[src/hw/rtl/nearest_code_position_matcher_macros.svh]
// assertion macros used by the matcher rtl
`ifndef NEAREST_CODE_POSITION_MATCHER_MACROS_SVH
`define NEAREST_CODE_POSITION_MATCHER_MACROS_SVH

`ifndef NO_ASSERTIONS

// same-cycle implication
`define NCPM_ASSERT_IMPL(lbl, ck, rs, ante, cons, msg) \
  lbl: assert property (@(posedge ck) disable iff (rs) (ante) |-> (cons)) \
    else $error(msg);

// next-cycle implication
`define NCPM_ASSERT_NEXT(lbl, ck, rs, ante, cons, msg) \
  lbl: assert property (@(posedge ck) disable iff (rs) (ante) |=> (cons)) \
    else $error(msg);

// condition never seen
`define NCPM_ASSERT_NEVER(lbl, ck, rs, cond, msg) \
  lbl: assert property (@(posedge ck) disable iff (rs) !(cond)) \
    else $error(msg);

`else

`define NCPM_ASSERT_IMPL(lbl, ck, rs, ante, cons, msg)
`define NCPM_ASSERT_NEXT(lbl, ck, rs, ante, cons, msg)
`define NCPM_ASSERT_NEVER(lbl, ck, rs, cond, msg)

`endif

`endif

[src/hw/rtl/ncpm_pkg.sv]
package ncpm_pkg;

  // default sizing
  localparam int MAX_CODES_DEF = 64;
  localparam int PIN_WIDTH_DEF = 25;

  // item field widths
  localparam int KIND_W          = 1;
  localparam int ENTRY_INDEX_W   = 6;
  localparam int ENTRY_CODE_W    = 25;
  localparam int PIN_SAMPLE_W    = 32;
  localparam int BEST_DISTANCE_W = 5;
  localparam int BEST_INDEX_W    = 6;
  localparam int NUM_CODES_W     = 7;

  // item kinds
  localparam logic [KIND_W-1:0] KIND_LOAD   = 1'b0;
  localparam logic [KIND_W-1:0] KIND_SAMPLE = 1'b1;

  // register reset and saturation values
  localparam logic [NUM_CODES_W-1:0]     NUM_CODES_RESET = 7'd50;
  localparam logic [BEST_DISTANCE_W-1:0] DIST_SAT        = 5'd31;

  // control part of a search token travelling down the cell row
  typedef struct packed {
    logic valid;
    logic found;
  } tok_ctl_t;

endpackage

[src/hw/rtl/ncpm_cell.sv]
// one table entry: holds a code word and updates the passing search token
module ncpm_cell #(
  parameter int PIN_WIDTH = ncpm_pkg::PIN_WIDTH_DEF,
  parameter int DIST_W    = 5,
  parameter int IDX_W     = 6,
  parameter int CNT_W     = 7,
  parameter int CELL_ID   = 0
) (
  input  logic                  clk,
  input  logic                  rst,
  input  logic                  load_en,
  input  logic [PIN_WIDTH-1:0]  load_code,
  input  logic [CNT_W-1:0]      count,
  input  ncpm_pkg::tok_ctl_t    in_ctl,
  input  logic [PIN_WIDTH-1:0]  in_sample,
  input  logic [DIST_W-1:0]     in_dist,
  input  logic [IDX_W-1:0]      in_idx,
  output ncpm_pkg::tok_ctl_t    out_ctl,
  output logic [PIN_WIDTH-1:0]  out_sample,
  output logic [DIST_W-1:0]     out_dist,
  output logic [IDX_W-1:0]      out_idx
);

  localparam logic [CNT_W-1:0] ID_CNT = CNT_W'(CELL_ID);
  localparam logic [IDX_W-1:0] ID_IDX = IDX_W'(CELL_ID);

  logic [PIN_WIDTH-1:0] code;
  logic [DIST_W-1:0]    code_dist;
  logic                 active;
  logic                 take;

  // stored code word, no reset
  always_ff @(posedge clk) begin
    if (load_en) begin
      code <= load_code;
    end
  end

  // distance to this entry and the strict-improvement test
  always_comb begin
    code_dist = DIST_W'($countones(in_sample ^ code));
    active    = ID_CNT < count;
    take      = in_ctl.valid && active && (!in_ctl.found || (code_dist < in_dist));
  end

  // token control to the next cell
  always_ff @(posedge clk) begin
    if (rst) begin
      out_ctl <= '0;
    end else begin
      out_ctl.valid <= in_ctl.valid;
      out_ctl.found <= in_ctl.found || take;
    end
  end

  // token payload to the next cell
  always_ff @(posedge clk) begin
    out_sample <= in_sample;
    out_dist   <= take ? code_dist : in_dist;
    out_idx    <= take ? ID_IDX : in_idx;
  end

endmodule

[config.mk]
export PLATFORM = sky130hd
export DESIGN_NAME = ncpm_cell
export DESIGN_NICKNAME = d
export VERILOG_FILES = /design/src/hw/rtl/nearest_code_position_matcher_macros.svh /design/src/hw/rtl/ncpm_pkg.sv /design/src/hw/rtl/ncpm_cell.sv
export SDC_FILE = /design/constraint.sdc
export NUM_CORES = 1
export LEC_CHECK = 0
export BUFFER_PORTS_ARGS = -buffer_cell sky130_fd_sc_hd__buf_4
export CAP_MARGIN = 10
export CORE_MARGIN = 8
export CORE_UTILIZATION = 47
export DETAILED_ROUTE_END_ITERATION = 10
export HOLD_SLACK_MARGIN = 0.05
export PLACE_DENSITY = 0.84
export SYNTH_ARGS = -nofsm -noshare
export SYNTH_HDL_FRONTEND = slang
export SYNTH_SLANG_ARGS = --single-unit
[constraint.sdc]
create_clock -name clk -period 7.95 [get_ports clk]
set_input_delay 0 -clock clk [delete_from_list [all_inputs] [get_ports clk]]
set_output_delay 0 -clock clk [all_outputs]
set_load 0.005 [all_outputs]
==> After elaboration in Yosys (flattened, before gate mapping) <==
Index checks and enable logic that the tools add are counted.
{ "op_classes": {"add_sub_neg": 24, "order_cmp": 2, "reduce_logical": 5, "muxes": 1, "n_bitwise": 1} }
{ "op_table": {"columns": ["cell", "count"], "rows": [
  ["25-bit bitwise XOR", 1],
  ["1-bit by 1-bit adder with 2-bit output", 12],
  ["2-bit by 2-bit adder with 3-bit output", 6],
  ["3-bit by 3-bit adder with 4-bit output", 3],
  ["1-bit by 7-bit less-than comparator with 1-bit output, first input constant", 1],
  ["4-bit by 1-bit adder with 5-bit output", 1],
  ["4-bit by 4-bit adder with 5-bit output", 1],
  ["5-bit adder", 1],
  ["5-bit less-than comparator", 1],
  ["5-bit 2-to-1 mux", 1],
  ["1-bit logical AND", 2],
  ["1-bit logical OR", 2],
  ["1-bit logical NOT", 1]
]} }
{ "totals": {"out_inout_bits": 38, "regBits": 63} }

==> Depth between registers and ports, before layout <==
{ "logic_depth": {"word_depth": 10, "mapped_depth": 22, "depth_no_buf": 21} }

==> Least setup slack after synthesis <==
No wires, ideal clock.
{ "synth_path": {"kind": "register to register", "startpoint": "reg code[11]", "endpoint": "reg out_dist[0]", "required_ns": 7.829, "t_arrival_ns": 5.454, "slack_ns": 2.375, "stages_incl_launch_ff": 23, "path_buffers": 1, "setup_ns": 0.121, "path_cell_list": "edfxtp_1 > xor2_1 > fa_1 > inv_1 > fa_1 > inv_1 > fa_1 > fa_1 > inv_1 > fa_1 > inv_1 > fa_1 > inv_1 > fa_1 > nor2b_1 > o21ai_0 > nand2b_1 > ha_1 > a21oi_1 > o21ai_0 > a211oi_2 > buf_6 > mux2_4"} }
{ "synth_between": {"elab_chain_len": 10} }
{ "synth_rtl": {"columns": ["item", "line_no", "text"], "rows": [
  ["start, declared", "ncpm_cell.sv:27", "logic [PIN_WIDTH-1:0] code;"],
  ["start signal, assigned", "ncpm_cell.sv:35", "code <= load_code;"],
  ["25-bit bitwise XOR *", "ncpm_cell.sv:41", "code_dist = DIST_W'($countones(in_sample ^ code));"],
  ["1-bit by 1-bit adder with 2-bit output (not written as such) *", "ncpm_cell.sv:41", null],
  ["2-bit by 2-bit adder with 3-bit output (not written as such) *", "ncpm_cell.sv:41", null],
  ["3-bit by 3-bit adder with 4-bit output (not written as such) *", "ncpm_cell.sv:41", null],
  ["4-bit by 4-bit adder with 5-bit output (not written as such) *", "ncpm_cell.sv:41", null],
  ["5-bit adder (not written as such) *", "ncpm_cell.sv:41", null],
  ["5-bit less-than comparator", "ncpm_cell.sv:43", "take = in_ctl.valid && active && (!in_ctl.found || (code_dist < in_dist));"],
  ["1-bit logical OR", "ncpm_cell.sv:43", null],
  ["1-bit logical AND", "ncpm_cell.sv:43", null],
  ["5-bit 2-to-1 mux *", "ncpm_cell.sv:59", "out_dist <= take ? code_dist : in_dist;"],
  ["end signal, assigned", "ncpm_cell.sv:59", null],
  ["end, declared", "ncpm_cell.sv:20", "output logic [DIST_W-1:0] out_dist,"]
]} }
Every way passes the cells marked *; elsewhere a longest branch is shown, timed or not.
A chain may end at the register's enable or synchronous reset.

==> Worst setup path after layout <==
{ "layout_path": {"startpoint": "reg code[11]", "endpoint": "reg out_dist[4]"} }
The elaborated chain is that of the path after synthesis.

==> results.ini <==
[outcome]
status = complete, no violations

[worst_setup_path]
crit_required_ps = 8180
cp-start-kind = flip-flop
slowest_delay_ps = 700
crit_arrival_ps = 6370
cpMostUsedCell = fa_1
endpoint_kind = flip-flop
critPathMaxFanout = 11
criticalPathCategory = flip-flop to flip-flop
worstPathCellList = xor2_1 > fa_1 > inv_1 > fa_1 > inv_1 > fa_1 > fa_1 > inv_1 > fa_1 > inv_1 > fa_1 > inv_1 > fa_1 > nor2b_1 > o21ai_0 > nand2b_1 > ha_1 > a21oi_1 > o21ai_0 > a211oi_2 > mux2_2
cp_slowest_cell = a211oi_2

[run]
drv_cap = 0

[timing]
hold_viol = 0
period_share_pct = 77.2
hold_ws_ps = 76.4
max_slew_margin_pct = 48.3
rsz0062_at_grt = no
worst_pin_slew_ps = 774
fin_setup_tns_ps = 0
fmax_ghz = 0.163
layout_min_cycle_time_ps = 6130
skew_ps = 3.35
drv_slew = 0
setup_viol = 0

[synthesis]
synth-xor-area-share_pct = 9.16
synth_cells = 173
synth_warnings = 0
synth_top_family_by_area = adder cells
yosys.area_share.simple_pct = 4.02
ys_seq_area_share_pct = 58.6
synth.avg_cell_area_um2 = 14.9
synth_cell_types = 23
postSynthNetCount = 273
synthMuxAreaShare_pct = 2.57
synth_fa_ha_area_share_pct = 18.3
syn_area_um2 = 2580
synth-seq-cells = 63
synth-compound-area-share_pct = 3.01

[power_and_ir_drop]
power.share.clock_pct = 14.9
power_switching_w = 0.000700
internal-power_w = 0.00117
vdd_drop_max_uv = 421
cellLeakagePower_nw = 2.01
p_sw_share_pct = 37.5
seq_power_share_pct = 21.8
total_power_w = 0.00187
combPwrFrac_pct = 63.3
power_density_nw_per_um2 = 430

[place]
numPortBuffers = 110
gp_congestion = 0.749
hpwl_mm = 4.24

[drt]
antenna_left = 0
drc_errors = 0
wl_per_cell_um = 15.1
viasPerCell = 4.38
wirelength_mm = 6.56
first_pass_iters = 4
drt-initial-drc-count = 34
vias = 1905

[layout]
finalNetCount = 458
antenna_cells = 0
area_delta_synth_final_pct = 68.0
drive_gt1_share_pct = 37.7
post-route-util_pct = 80.2

[cts]
clk_pin_slew_ps = 70
numClockSinks = 63
cts_tree = yes
root_buffer = clkbuf_8
cts_buffers = 9
cts_buffer_depth = 2
cts_resized = 0
clk_latency_ps = 340
htreeDepth = 3

[global_route]
overflow = 0
grt_max_degree = 26
grt_usage_pct = 17.0
antenna_found_initial = 0
grt_pass1_wl_mm = 10.7
grt_pass1_vias = 2236

[die]
ios = 111
die_w_um = 90.1
fp.dieH_um = 90.1
dieArea_um2 = 8120
initial_core_util_pct = 47.8
core_um2 = 5410
rows = 27

[hold_path]
hold_class = input port to flip-flop

## Yosys cell counts
cell type,instances,area share (%)
or4_4,1,0.44
ha_1,9,4.4
a211oi_2,1,0.48
nand2b_1,1,0.24
dfxtp_1,38,29
xnor2_1,13,4.4
mux2_4,3,1.7
and2b_2,6,2.0
nor2_1,1,0.15
nand3_1,1,0.19
buf_6,1,0.44
nand4_1,1,0.24
nor2b_1,3,0.73
xor2_1,14,4.8
fa_1,18,14
mux2_2,1,0.44
o41ai_4,1,1.1
a21oi_1,4,0.78
inv_1,27,3.9
a21o_1,1,0.29
edfxtp_1,25,29
o21ai_0,2,0.39
mux2i_1,1,0.39
## stage by stage
stage	setup WS, ps	cell area [um^2]	cells
2_1_floorplan	2380	2580	173
3_3_place_gp	1930	3490	354
3_5_place_dp	1820	3490	354
4_1_cts	1790	4340	435
5_1_grt	1490	4340	435
6_report	1820	4340	435
## flip-flops by register name, summed over array words and instances (netlist names)
name	flops
code	25
out_sample	25
out_idx	6
out_dist	5
out_ctl	2
## layer usage
metal	global-route usage (%)	wire [um]
met2	32.1	3640
met3	6.65	487
met1	14.2	2200
met4	11.4	238
met5	0	0
## power by group through the flow
stage          clock [W]  combinational, W  sequential [W]
2_1_floorplan          0          0.000904        0.000417
4_1_cts         0.000285           0.00119        0.000406
6_report        0.000278           0.00118        0.000406
3_5_place_dp           0           0.00116        0.000412
3_3_place_gp           0           0.00111        0.000411
5_1_grt         0.000297           0.00135        0.000411
## worst max-delay path: cells and delay by family, from the launching register on
kind	cells	cell delay, ps
buf+inv	5	280
compound gates	4	1120
flops	1	390
fa+ha+maj	8	3490
xor+xnor	1	200
simple gates	2	140
mux	1	410
## kinds of logic after synthesis
logic type / count (synthesis)
fa+ha+maj: 27
mux: 5
buf+inv: 28
simple gates: 14
flops: 63
xor+xnor: 27
compound gates: 9
## placed cells by master, fill, tap and decap left out
cell type      Yosys  layout
buf_4              0     110
dlygate4sd3_1      0      65
dfxtp_1           38      38
inv_1             27      27
edfxtp_1          25      25
fa_1              18      18
xor2_1            14      14
xnor2_1           13      13
clkbuf_8           0      11
ha_1               9       9
and2b_2            6       6
a21oi_1            4       4
nor2b_1            3       3
mux2_4             3       3
o21ai_0            2       2
clkinv_2           0       2
a21o_1             1       1
nand2b_1           1       1
nand4_1            1       1
nand3_1            1       1
nor2_1             1       1
or4_4              1       1
o41ai_4            1       1
a211oi_2           1       1
mux2i_1            1       1
mux2_2             1       1
clkinv_1           0       1
clkbuf_1           0       1
bufinv_16          0       1
## layout make-up
cell class                      count  area, um^2
Sequential cell                    63        1510
Timing Repair Buffer              175        1480
Fill cell                         298        1070
Multi-Input combinational cell     82         957
Clock buffer                       12         155
Inverter                           27         101
Tap cell                           72        90.1
Clock inverter                      4        43.8
## final timing paths
check                 from     endpoint  slack [ps]  cells after the start
setup / recovery  code[11]  out_dist[4]        1820                     21
hold / removal     load_en     code[19]          80                      1
setup reg to reg  code[11]  out_dist[4]        1820                     21
hold reg to reg    code[2]  out_dist[0]         930                      3
## timing repair
| action | in CTS | in global routing |
|---|---|---|
| hold buffers | 65 | 0 |
| endpoints found under the hold margin | 63 | 0 |
| buffers inserted | 0 | 0 |
(Power assumes the default switching activity.)
